===== config.mk =====
export PLATFORM = sky130hd
export DESIGN_NAME = matern32_covariance_kernel_core
export DESIGN_NICKNAME = d
export VERILOG_FILES = /design/src/hw/rtl/mck_pkg.sv /design/src/hw/rtl/mck_ctrl.sv /design/src/hw/rtl/mck_dpath.sv /design/src/hw/rtl/matern32_covariance_kernel_core.sv
export SDC_FILE = /design/constraint.sdc
export NUM_CORES = 2
export LEC_CHECK = 0
export BUFFER_PORTS_ARGS = -buffer_cell sky130_fd_sc_hd__buf_2
export CAP_MARGIN = 10
export CORE_ASPECT_RATIO = 0.7
export CORE_MARGIN = 4
export CORE_UTILIZATION = 55
export DETAILED_ROUTE_END_ITERATION = 6
export PLACE_DENSITY = 0.74
export SLEW_MARGIN = 10
export SYNTH_ARGS = -nofsm -noshare
export SYNTH_HDL_FRONTEND = slang
export SYNTH_SLANG_ARGS = --single-unit

===== constraint.sdc =====
create_clock -name clock -period 16 [get_ports clock]
set_input_delay 3.2 -clock clock [delete_from_list [all_inputs] [get_ports clock]]
set_output_delay 3.2 -clock clock [all_outputs]
set_load 0.05 [all_outputs]

===== src/hw/rtl/mck_pkg.sv =====
package mck_pkg;

   localparam int ACC_W = 39;
   localparam logic [ACC_W-1:0] ACC_MAX = {ACC_W{1'b1}};
   localparam logic [30:0] Q30_ONE = 31'h4000_0000;
   localparam logic [29:0] LN2_Q30 = 30'd744261118;

   localparam logic [1:0] CSR_SCALE_FACTOR = 2'd0;
   localparam logic [1:0] CSR_VARIANCE     = 2'd1;

   localparam logic [23:0] SCALE_RESET    = 24'd113512;
   localparam logic [31:0] VARIANCE_RESET = 32'd65536;

   typedef enum logic [3:0] {
      OP_NONE, OP_SQRT, OP_RMUL, OP_RQ, OP_DIV, OP_GSET, OP_TMUL, OP_TDIV,
      OP_TSUB, OP_SQM, OP_SQA, OP_SHF, OP_KMUL, OP_KSET, OP_CMUL, OP_LOAD
   } op_type;

   typedef struct packed {
      logic       accum;
      op_type     op;
      logic [4:0] cnt;
   } cmd_type;

   typedef struct packed {
      logic k_zero;
   } sts_type;

   // ceil(2^32 / j) for j = 2..6; floor(p * R >> 32) == p / j for p < 2^27
   function automatic logic [31:0] recip(input logic [2:0] j);
      logic [31:0] r;
      case (j)
         3'd2:    r = 32'd2147483648;
         3'd3:    r = 32'd1431655766;
         3'd4:    r = 32'd1073741824;
         3'd5:    r = 32'd858993460;
         3'd6:    r = 32'd715827883;
         default: r = 32'd0;
      endcase
      return r;
   endfunction

endpackage


===== src/hw/rtl/mck_ctrl.sv =====
module mck_ctrl (
   input  logic             clock,
   input  logic             reset,
   input  logic             req_valid,
   input  logic             req_last,
   output logic             req_ready,
   output logic             rsp_valid,
   input  logic             rsp_ready,
   input  mck_pkg::sts_type sts,
   output mck_pkg::cmd_type cmd
);
   import mck_pkg::*;

   typedef enum logic [15:0] {
      S_IDLE = 16'h0001, S_SQRT = 16'h0002, S_RMUL = 16'h0004, S_RQ   = 16'h0008,
      S_DIV  = 16'h0010, S_GSET = 16'h0020, S_TMUL = 16'h0040, S_TDIV = 16'h0080,
      S_TSUB = 16'h0100, S_SQM  = 16'h0200, S_SQA  = 16'h0400, S_SHF  = 16'h0800,
      S_KMUL = 16'h1000, S_KSET = 16'h2000, S_CMUL = 16'h4000, S_FIN  = 16'h8000
   } state_type;

   state_type  state_ff, state_in;
   logic [4:0] cnt_ff, cnt_in;
   logic       vld_ff, vld_in;
   logic       fire, load;

   assign req_ready = (state_ff == S_IDLE);
   assign fire      = req_valid && req_ready;
   assign load      = (state_ff == S_FIN) && (!vld_ff || rsp_ready);
   assign rsp_valid = vld_ff;

   always_comb begin
      state_in  = state_ff;
      cnt_in    = cnt_ff;
      cmd.accum = fire;
      cmd.cnt   = cnt_ff;
      cmd.op    = OP_NONE;
      vld_in    = load ? 1'b1 : (rsp_ready ? 1'b0 : vld_ff);
      case (state_ff)
         S_IDLE: begin
            if (fire && req_last) begin
               state_in = S_SQRT;
               cnt_in   = 5'd27;
            end
         end
         S_SQRT: begin
            cmd.op = OP_SQRT;
            cnt_in = cnt_ff - 5'd1;
            if (cnt_ff == 5'd0) state_in = S_RMUL;
         end
         S_RMUL: begin
            cmd.op   = OP_RMUL;
            state_in = S_RQ;
         end
         S_RQ: begin
            cmd.op = OP_RQ;
            cnt_in = 5'd5;
            state_in = sts.k_zero ? S_CMUL : S_DIV;
         end
         S_DIV: begin
            cmd.op = OP_DIV;
            cnt_in = cnt_ff - 5'd1;
            if (cnt_ff == 5'd0) state_in = S_GSET;
         end
         S_GSET: begin
            cmd.op   = OP_GSET;
            cnt_in   = 5'd6;
            state_in = S_TMUL;
         end
         S_TMUL: begin
            cmd.op   = OP_TMUL;
            state_in = S_TDIV;
         end
         S_TDIV: begin
            cmd.op   = OP_TDIV;
            state_in = S_TSUB;
         end
         S_TSUB: begin
            cmd.op = OP_TSUB;
            if (cnt_ff == 5'd1) begin
               state_in = S_SQM;
               cnt_in   = 5'd2;
            end else begin
               state_in = S_TMUL;
               cnt_in   = cnt_ff - 5'd1;
            end
         end
         S_SQM: begin
            cmd.op   = OP_SQM;
            state_in = S_SQA;
         end
         S_SQA: begin
            cmd.op = OP_SQA;
            cnt_in = cnt_ff - 5'd1;
            state_in = (cnt_ff == 5'd0) ? S_SHF : S_SQM;
         end
         S_SHF: begin
            cmd.op   = OP_SHF;
            state_in = S_KMUL;
         end
         S_KMUL: begin
            cmd.op   = OP_KMUL;
            state_in = S_KSET;
         end
         S_KSET: begin
            cmd.op   = OP_KSET;
            state_in = S_CMUL;
         end
         S_CMUL: begin
            cmd.op   = OP_CMUL;
            state_in = S_FIN;
         end
         S_FIN: begin
            if (load) begin
               cmd.op   = OP_LOAD;
               state_in = S_IDLE;
            end
         end
         default: state_in = S_IDLE;
      endcase
   end

   always_ff @(posedge clock) begin
      if (reset) begin
         state_ff <= S_IDLE;
         cnt_ff   <= 5'd0;
         vld_ff   <= 1'b0;
      end else begin
         state_ff <= state_in;
         cnt_ff   <= cnt_in;
         vld_ff   <= vld_in;
      end
   end

endmodule


===== src/hw/rtl/mck_dpath.sv =====
module mck_dpath (
   input  logic               clock,
   input  logic               reset,
   input  mck_pkg::cmd_type   cmd,
   output mck_pkg::sts_type   sts,
   input  logic signed [15:0] req_coord_a,
   input  logic signed [15:0] req_coord_b,
   input  logic               req_last,
   input  logic               csr_we,
   input  logic [1:0]         csr_index,
   input  logic [31:0]        csr_wdata,
   output logic [31:0]        rsp_covariance,
   output logic               rsp_overflow
);
   import mck_pkg::*;

   logic [ACC_W-1:0] acc_ff;
   logic             sat_ff, hold_ff;
   logic [23:0]      scale_ff;
   logic [31:0]      var_ff;
   logic [55:0]      rad_ff;
   logic [30:0]      rem_ff;
   logic [27:0]      root_ff;
   logic [63:0]      prod_ff;
   logic [20:0]      rq_ff;
   logic [34:0]      xr_ff;
   logic [5:0]       n_ff;
   logic [26:0]      g_ff, p_ff;
   logic [30:0]      t_ff, k_ff;
   logic [31:0]      cov_ff;
   logic             ovf_ff;

   logic signed [16:0] diff;
   logic [15:0]        mag;
   logic [31:0]        sq;
   logic [ACC_W:0]     sum;
   logic               over;
   logic [ACC_W-1:0]   sum_sat;
   logic [30:0]        rem_t, trial;
   logic               ge;
   logic [52:0]        rq_sum;
   logic [34:0]        sub;
   logic [31:0]        mul_a, mul_b;
   logic               mul_en;
   logic [30:0]        g_sum;
   logic [26:0]        q;
   logic [60:0]        sq_rnd;
   logic [21:0]        kfac;
   logic [62:0]        cov_rnd;

   // accumulate one squared coordinate difference, saturating
   assign diff    = 17'(req_coord_a) - 17'(req_coord_b);
   assign mag     = diff[16] ? 16'(-diff) : diff[15:0];
   assign sq      = mag * mag;
   assign sum     = {1'b0, acc_ff} + {8'b0, sq};
   assign over    = sum[ACC_W];
   assign sum_sat = over ? ACC_MAX : sum[ACC_W-1:0];

   // one root bit per cycle
   assign rem_t = {rem_ff[28:0], rad_ff[55:54]};
   assign trial = {1'b0, root_ff, 2'b01};
   assign ge    = rem_t >= trial;

   assign rq_sum     = {1'b0, prod_ff[51:0]} + 53'h8000;
   assign sts.k_zero = |rq_sum[52:37];
   assign sub        = {5'b0, LN2_Q30} << cmd.cnt[2:0];
   assign g_sum      = {1'b0, xr_ff[29:0]} + 31'd4;
   assign q          = (cmd.cnt == 5'd1) ? p_ff : prod_ff[58:32];
   assign sq_rnd     = prod_ff[60:0] + 61'h2000_0000;
   assign kfac       = 22'h10000 + {1'b0, rq_ff};
   assign cov_rnd    = prod_ff[62:0] + 63'h2000_0000;

   // shared 32x32 multiplier, product registered
   always_comb begin
      mul_en = 1'b1;
      mul_a  = 32'd0;
      mul_b  = 32'd0;
      case (cmd.op)
         OP_RMUL: begin mul_a = {4'b0, root_ff};  mul_b = {8'b0, scale_ff}; end
         OP_TMUL: begin mul_a = {5'b0, g_ff};     mul_b = {1'b0, t_ff};     end
         OP_TDIV: begin mul_a = {5'b0, prod_ff[56:30]}; mul_b = recip(cmd.cnt[2:0]); end
         OP_SQM:  begin mul_a = {1'b0, t_ff};     mul_b = {1'b0, t_ff};     end
         OP_KMUL: begin mul_a = {10'b0, kfac};    mul_b = {1'b0, t_ff};     end
         OP_CMUL: begin mul_a = var_ff;           mul_b = {1'b0, k_ff};     end
         default: mul_en = 1'b0;
      endcase
   end

   always_ff @(posedge clock) begin
      if (reset) begin
         acc_ff   <= '0;
         sat_ff   <= 1'b0;
         scale_ff <= SCALE_RESET;
         var_ff   <= VARIANCE_RESET;
      end else begin
         if (csr_we && csr_index == CSR_SCALE_FACTOR) scale_ff <= csr_wdata[23:0];
         if (csr_we && csr_index == CSR_VARIANCE)     var_ff   <= csr_wdata;
         if (cmd.accum) begin
            if (req_last) begin
               acc_ff <= '0;
               sat_ff <= 1'b0;
            end else begin
               acc_ff <= sum_sat;
               sat_ff <= sat_ff | over;
            end
         end
      end
   end

   always_ff @(posedge clock) begin
      if (cmd.accum && req_last) begin
         rad_ff  <= {1'b0, sum_sat, 16'b0};
         rem_ff  <= '0;
         root_ff <= '0;
         hold_ff <= sat_ff | over;
      end
      if (mul_en) prod_ff <= mul_a * mul_b;
      case (cmd.op)
         OP_SQRT: begin
            rad_ff  <= {rad_ff[53:0], 2'b00};
            rem_ff  <= ge ? rem_t - trial : rem_t;
            root_ff <= {root_ff[26:0], ge};
         end
         OP_RQ: begin
            rq_ff <= rq_sum[36:16];
            xr_ff <= {rq_sum[36:16], 14'b0};
            n_ff  <= '0;
            k_ff  <= '0;
         end
         OP_DIV: begin
            if (xr_ff >= sub) begin
               xr_ff               <= xr_ff - sub;
               n_ff[cmd.cnt[2:0]] <= 1'b1;
            end
         end
         OP_GSET: begin
            g_ff <= g_sum[29:3];
            t_ff <= Q30_ONE;
         end
         OP_TDIV: p_ff <= prod_ff[56:30];
         OP_TSUB: t_ff <= Q30_ONE - {4'b0, q};
         OP_SQA:  t_ff <= sq_rnd[60:30];
         OP_SHF:  t_ff <= t_ff >> n_ff;
         OP_KSET: k_ff <= (prod_ff[52:16] > {6'b0, Q30_ONE}) ? Q30_ONE : prod_ff[46:16];
         OP_LOAD: begin
            cov_ff <= cov_rnd[61:30];
            ovf_ff <= hold_ff;
         end
         default: ;
      endcase
   end

   assign rsp_covariance = cov_ff;
   assign rsp_overflow   = ovf_ff;

endmodule


===== src/hw/rtl/matern32_covariance_kernel_core.sv =====
// Matern 3/2 covariance kernel core.
// Throughput: items not marked last are taken one per cycle while no evaluation is in progress.
// rsp_valid rises after an item marked last is taken and its evaluation has run: the bit-serial square root
// and the shared multiplier sequence (cut short to the final scale multiply when exp underflows).
// Input is held off during that evaluation; a waiting result does not stall accumulation.
// Reset (synchronous): clears accumulator, flag, sequencer; CSR registers take their defaults.
module matern32_covariance_kernel_core (
   input  logic               clock,
   input  logic               reset,
   input  logic               req_valid,
   output logic               req_ready,
   input  logic signed [15:0] req_coord_a,
   input  logic signed [15:0] req_coord_b,
   input  logic               req_last,
   output logic               rsp_valid,
   input  logic               rsp_ready,
   output logic [31:0]        rsp_covariance,
   output logic               rsp_overflow,
   input  logic               csr_we,
   input  logic [1:0]         csr_index,
   input  logic [31:0]        csr_wdata
);
   import mck_pkg::*;

   cmd_type cmd;
   sts_type sts;

   // sequencer: accumulate, root, r, range reduction, series, squarings, scale
   mck_ctrl u_ctrl (
      .clock     (clock),
      .reset     (reset),
      .req_valid (req_valid),
      .req_last  (req_last),
      .req_ready (req_ready),
      .rsp_valid (rsp_valid),
      .rsp_ready (rsp_ready),
      .sts       (sts),
      .cmd       (cmd)
   );

   // arithmetic, one shared multiplier, result register on the response side
   mck_dpath u_dpath (
      .clock          (clock),
      .reset          (reset),
      .cmd            (cmd),
      .sts            (sts),
      .req_coord_a    (req_coord_a),
      .req_coord_b    (req_coord_b),
      .req_last       (req_last),
      .csr_we         (csr_we),
      .csr_index      (csr_index),
      .csr_wdata      (csr_wdata),
      .rsp_covariance (rsp_covariance),
      .rsp_overflow   (rsp_overflow)
   );

endmodule

=== Word-level counts from Yosys, hierarchy flattened ===
Cells that the tools add are included.

* Register bits: 489
* Input port bits: 72
* Output and inout bits: 35

* Add/sub/neg operators: 12
* Multiply operators: 2
* Order comparisons: 5
* Equality and inequality tests: 43
* Shift operators: 2
* Muxes and demuxes: 40
* Bitwise gates (word level): 2
* Reductions and logical operators: 23

{| class="wikitable"
|+ Operator list
! cell !! number
|-
| 16-bit one-hot mux with 16 select lines || 1
|-
| 32-bit one-hot mux with 6 select lines || 1
|-
| 32-bit one-hot mux with 5 select lines || 1
|-
| 32-bit one-hot mux with 4 select lines || 1
|-
| 31-bit one-hot mux with 4 select lines || 1
|-
| 56-bit 2-to-1 mux || 2
|-
| 29-bit 2-to-1 mux || 3
|-
| 16-bit 2-to-1 mux || 5
|-
| 39-bit 2-to-1 mux || 2
|-
| 35-bit one-hot mux with 2 select lines || 1
|-
| 62-bit by 30-bit adder with 62-bit output (second input constant) || 1
|-
| 32-bit by 32-bit multiplier with 62-bit output || 1
|-
| 31-bit one-hot mux with 2 select lines || 1
|-
| 61-bit by 30-bit adder with 61-bit output (second input constant) || 1
|-
| 4-bit one-hot mux with 15 select lines || 1
|-
| 28-bit 2-to-1 mux || 2
|-
| 52-bit by 16-bit adder with 53-bit output (second input constant) || 1
|-
| 39-bit by 32-bit adder with 40-bit output || 1
|-
| 37-bit by 31-bit greater-than comparator with 1-bit output (second input constant) || 1
|-
| 35-bit greater-or-equal comparator || 1
|-
| 35-bit 2-to-1 mux || 1
|-
| 30-bit by 3-bit << shifter with 35-bit output (first input constant) || 1
|-
| 35-bit subtractor || 1
|-
| 4-bit == test (second input constant) || 8
|-
| 64 further kinds || 89
|}

=== Logic depth before layout (Yosys ltp) ===
* Depth in word-level cells: 9
* Mapped depth: 49
* Mapped depth without buffers: 46

=== Modules after synthesis ===
A second synthesis with hierarchy kept.

* Cell total of the unflattened synthesis: 7,614
* Area total of the unflattened synthesis: 67,907.6 um2

{| class="wikitable"
|+ By module, submodules not included
! module !! times used !! cells an instance !! area an instance (um2)
|-
| mck_dpath || 1 || 7,433 || 66,458.7
|-
| mck_ctrl || 1 || 181 || 1,448.9
|}

=== Worst setup path before layout ===
No wires, ideal clock.

* Kind: input to register
* From: input port req_coord_a[0]
* To: register u_dpath.acc_ff[34]
* Library setup time: 0.095 ns
* Data arrival time: 12.630 ns
* Required time: 15.905 ns
* Slack: 3.275 ns
* Stages: 41
* Cells stage by stage: inv_1 > ha_1 > inv_1 > fa_1 > a21o_1 > a21oi_1 > o21ai_1 > a21oi_1 > o21ai_1 > a21oi_1 > o21bai_1 > a21oi_2 > o21ai_1 > xor2_1 > or4_1 > o41a_1 > a211oi_1 > xor2_1 > (+5 left out) > fa_1 > fa_1 > fa_1 > ha_1 > a21o_1 > a21o_1 > a21oi_1 > o21ai_0 > a21oi_1 > nor2b_1 > o21ai_0 > nand2_1 > a31oi_1 > o21ai_0 > a311oi_1 > inv_1 > a31o_2 > a221oi_1

* Longest elaborated chain between the ends: 7

{| class="wikitable"
|+ RTL lines
! what !! line !! source
|-
| start, declared || matern32_covariance_kernel_core.sv:12 || <nowiki>input logic signed [15:0] req_coord_a,</nowiki>
|-
| 16-bit by 16-bit subtractor with 17-bit output (*) || mck_dpath.sv:52 || <nowiki>assign diff = 17'(req_coord_a) - 17'(req_coord_b);</nowiki>
|-
| 16-bit negation || mck_dpath.sv:53 || <nowiki>assign mag = diff[16] ? 16'(-diff) : diff[15:0];</nowiki>
|-
| 16-bit 2-to-1 mux (*) || mck_dpath.sv:53 ||
|-
| 16-bit by 16-bit multiplier with 32-bit output (*) || mck_dpath.sv:54 || <nowiki>assign sq = mag * mag;</nowiki>
|-
| 39-bit by 32-bit adder with 40-bit output (*) || mck_dpath.sv:55 || <nowiki>assign sum = {1'b0, acc_ff} + {8'b0, sq};</nowiki>
|-
| 39-bit 2-to-1 mux (*) || mck_dpath.sv:57 || <nowiki>assign sum_sat = over ? ACC_MAX : sum[ACC_W-1:0];</nowiki>
|-
| 39-bit 2-to-1 mux (*) || mck_dpath.sv:99 || <nowiki>if (req_last) begin</nowiki>
|-
| end signal, assigned || mck_dpath.sv:103 || <nowiki>acc_ff <= sum_sat;</nowiki>
|-
| end, declared || mck_dpath.sv:17 || <nowiki>logic [ACC_W-1:0] acc_ff;</nowiki>
|}

Every way passes the cells marked *; elsewhere a longest branch is shown, timed or not.
A chain may end at the register's enable or synchronous reset.

=== Final worst setup path ===
* From: input port req_coord_a[0]
* To: register u_dpath.rad_ff[23] (data pin)

* Longest elaborated chain between the ends: 8

{| class="wikitable"
|+ RTL lines
! what !! line !! source
|-
| 16-bit by 16-bit subtractor with 17-bit output (*) || mck_dpath.sv:52 ||
|-
| 16-bit negation || mck_dpath.sv:53 ||
|-
| 16-bit 2-to-1 mux (*) || mck_dpath.sv:53 ||
|-
| 16-bit by 16-bit multiplier with 32-bit output (*) || mck_dpath.sv:54 ||
|-
| 39-bit by 32-bit adder with 40-bit output (*) || mck_dpath.sv:55 ||
|-
| 39-bit 2-to-1 mux (*) || mck_dpath.sv:57 ||
|-
| 56-bit 2-to-1 mux (*) || mck_dpath.sv:111 || <nowiki>if (cmd.accum && req_last) begin</nowiki>
|-
| 56-bit 2-to-1 mux (*) || mck_dpath.sv:118 || <nowiki>case (cmd.op)</nowiki>
|-
| end signal, assigned || mck_dpath.sv:112 || <nowiki>rad_ff <= {1'b0, sum_sat, 16'b0};</nowiki>
|-
| end signal, assigned || mck_dpath.sv:120 || <nowiki>rad_ff <= {rad_ff[53:0], 2'b00};</nowiki>
|-
| end, declared || mck_dpath.sv:21 || <nowiki>logic [55:0] rad_ff;</nowiki>
|}

Every way passes the cells marked *; elsewhere a longest branch is shown, timed or not. The select of a mux whose other input is x is not followed.

==> impl_metrics.env <==
export IMPL_outcome="complete, but fails checks"
export IMPL_violations="DRC"
export IMPL_drv_cap=0
export IMPL_via_per_inst=6.08
export IMPL_fmaxAchievable_ghz=0.0711
export IMPL_dp_slack_ns=1.58
export IMPL_syn_area_per_cell_um2=9.01
export IMPL_critPathMaxStageDelay_ns=0.62
export IMPL_tns_ns=0
export IMPL_yosysWarnings=0
export IMPL_synthFlopType="edfxtp_1"
export IMPL_critPathSlowestCell="xor2_1"
export IMPL_synth_seq_cells=473
export IMPL_htreeDepth=2
export IMPL_period_needed_ns=14.07
export IMPL_synth_edf_count=355
export IMPL_antenna_left=0
export IMPL_antenna_found_initial=9
export IMPL_cts_tree="built"
export IMPL_gr_usage_met1=0.506
export IMPL_maxSlewViolCount=0
export IMPL_dr_pass1_iters=7
export IMPL_grt_overflow=0
export IMPL_fp_dieH_um=298
export IMPL_grtUsageMet3=0.165
export IMPL_drcViolationCount=5
export IMPL_core_area_um2=119000
export IMPL_synth_area_leaders="fa_1, edfxtp_1, ha_1, inv_1, nor2_1"
export IMPL_cts_hold_buf=0
export IMPL_path_clk_slew_ns=0.07
export IMPL_cts_buffers=47
export IMPL_floorplan_initialDensity=0.554
export IMPL_hold_path_class="flop to flop"
export IMPL_reg2reg_from="u_ctrl.state_ff[15]$_SDFFE_PP0P_"
export IMPL_grt_util_met2=0.477
export IMPL_dp_hpwl_mm=174
export IMPL_routed_wl_mm=224
export IMPL_die_area_um2=126000
export IMPL_synth_top_cell_by_area="fa_1"
export IMPL_syn2layout_area_growth_pct=6.02
export IMPL_yosysUniqueCellTypes=91
export IMPL_top_usage_layer="met1"
export IMPL_io_buffer_count=106
export IMPL_cts_buffer_depth=3
export IMPL_first_global_vias=54000
export IMPL_setup_worst_path_end_class="flop"
export IMPL_clock_latency_ns=0.63
export IMPL_rsz0062_at_grt="no"
export IMPL_worstSetupStartpoint="req_coord_a[0]"
export IMPL_final_hold_violation_count=0
export IMPL_clock_sinks=473
export IMPL_setup_ws_ns=1.93
export IMPL_cts_root_buffer="clkbuf_16"
export IMPL_grt_use_total=0.355
export IMPL_cp_max_fo=23
export IMPL_grt_max_degree=83
export IMPL_finalCritPeriodShare=0.880
export IMPL_postCtsSetupBuffers=0
export IMPL_post_cts_resized=0
export IMPL_postSynthCellCount=7340
export IMPL_rows=106
export IMPL_syn_area_um2=66100
export IMPL_grt_first_pass_wirelength_mm=337
export IMPL_path_class="input pin to flop"
export IMPL_yosysTopAreaCellShare=0.330
export IMPL_holdWs_ns=0.457
export IMPL_cpMostUsedCell="inv_1"
export IMPL_worst_endpoint_arrival_ns=14.54
export IMPL_worst_slew_pin_slew_ns=1.27
export IMPL_drive_gt1_frac=0.0597
export IMPL_ys_seq_area_frac=0.197
export IMPL_via_count=54100
export IMPL_skew_ns=0.0490
export IMPL_final_nets=8894
export IMPL_first_iter_violations=6873
export IMPL_slew_headroom=0.150
export IMPL_routabilityCongestion=1.04
export IMPL_finalSetupViolCount=0
export IMPL_cp_start_kind="input pin"
export IMPL_die_w_um=422
export IMPL_avgRoutedWirePerCell_um=25.1
export IMPL_async_reset_ff_frac=0
export IMPL_cp_required_ns=16.47
export IMPL_ios=107
export IMPL_hold_start="u_dpath.acc_ff[13]$_SDFFE_PP0P_"
## Yosys cell counts, types with 34 or more instances
cell / n
a21oi_1: 256
nand2_1: 934
o21ai_0: 157
dfxtp_1: 118
fa_1: 1090
clkbuf_1: 332
and3_1: 64
a31oi_1: 34
nand4_1: 40
inv_1: 1325
xnor2_1: 155
ha_1: 440
nor2_1: 965
xor2_1: 79
edfxtp_1: 355
nand3_1: 90
a22oi_1: 43
a21o_1: 70
nor3_1: 78
mux2i_1: 57
nor2b_1: 49
a222oi_1: 41
and2_1: 80
## worst paths after layout
kind,slack (ns),cells past startpoint,end
min reg2reg,0.46,2,u_dpath.acc_ff[13]$_SDFFE_PP0P_
min,0.46,2,u_dpath.acc_ff[13]$_SDFFE_PP0P_
max reg2reg,3.13,38,u_dpath.prod_ff[58]$_DFFE_PP_
max,1.93,48,u_dpath.rad_ff[23]$_DFFE_PP_
## cell usage in the layout (no fill, tap or decap), types with 90 or more instances in the layout
cell,Yosys,routed
a21oi_1,256,256
inv_1,1325,1325
fa_1,1090,1090
dfxtp_1,118,118
nand2_1,934,932
buf_2,13,106
edfxtp_1,355,355
nor2_1,965,964
ha_1,440,440
buf_4,1,156
xnor2_1,155,155
nand3_1,90,90
o21ai_0,157,157
## stage by stage
stage          utilization  area [um^2]  instances
4_1_cts              0.587        70000       8895
6_report             0.587        70100       8903
3_5_place_dp         0.574        68500       8807
2_1_floorplan            -        66100       7341
5_1_grt              0.587        70100       8897
3_3_place_gp         0.574        68500       8807
## layout make-up
cell class | instances | area, um^2
clock inverters | 19 | 156
diodes | 6 | 15.0
clock buffers | 69 | 1350
multi-input cells | 5172 | 46800
flip-flops and latches | 473 | 13000
fillers | 10400 | 49300
inverters | 1334 | 5010
repair buffers | 264 | 1750
well taps | 1566 | 1960
## worst max-delay path, delay by kind of cell
family,cells,cell delay (ns)
AO/OA/AOI/OAI,21,4.36
XOR/XNOR,1,0.62
adder cells (fa/ha/maj),9,3.22
buffers and inverters,12,1.48
AND/OR/NAND/NOR,5,1.63
## registers in the layout (all words and copies together), names as in the netlist, 6 cells and up
register and flops:
u_dpath.rem_ff 29, u_dpath.k_ff 31, u_dpath.rad_ff 40, u_dpath.g_ff 27, u_dpath.scale_ff 24, u_ctrl.state_ff 16
u_dpath.n_ff 6, u_dpath.acc_ff 39, u_dpath.rsp_covariance 32, u_dpath.var_ff 32, u_dpath.rq_ff 21, u_dpath.root_ff 28
u_dpath.prod_ff 47, u_dpath.xr_ff 34, u_dpath.p_ff 27, u_dpath.t_ff 31
## kinds of logic (layout without fill, tap and decap cells)
group           Yosys count  in the layout  share of synthesized area
other cells               2              9                   0.000114
buf+inv                1696           1686                     0.0967
xor+xnor                234            234                     0.0310
mux                      81             81                     0.0158
simple gates           2502           2502                      0.165
compound gates          822            822                     0.0809
fa+ha+maj              1530           1530                      0.413
flops                   473            473                      0.197
## layer usage
| metal | part of all wire | routed length [um] | vias up |
|---|---|---|---|
| met3 | 0.17 | 37800 | 527 |
| met5 | 0.00068 | 153 | - |
| met4 | 0.040 | 8990 | 8 |
| met1 | 0.40 | 88300 | 26800 |
| li1 | - | - | 23100 |
| met2 | 0.40 | 88300 | 3658 |
Power is not shown: default switching activity piles up to over one toggle a cycle in this logic, so the estimate is an artifact.
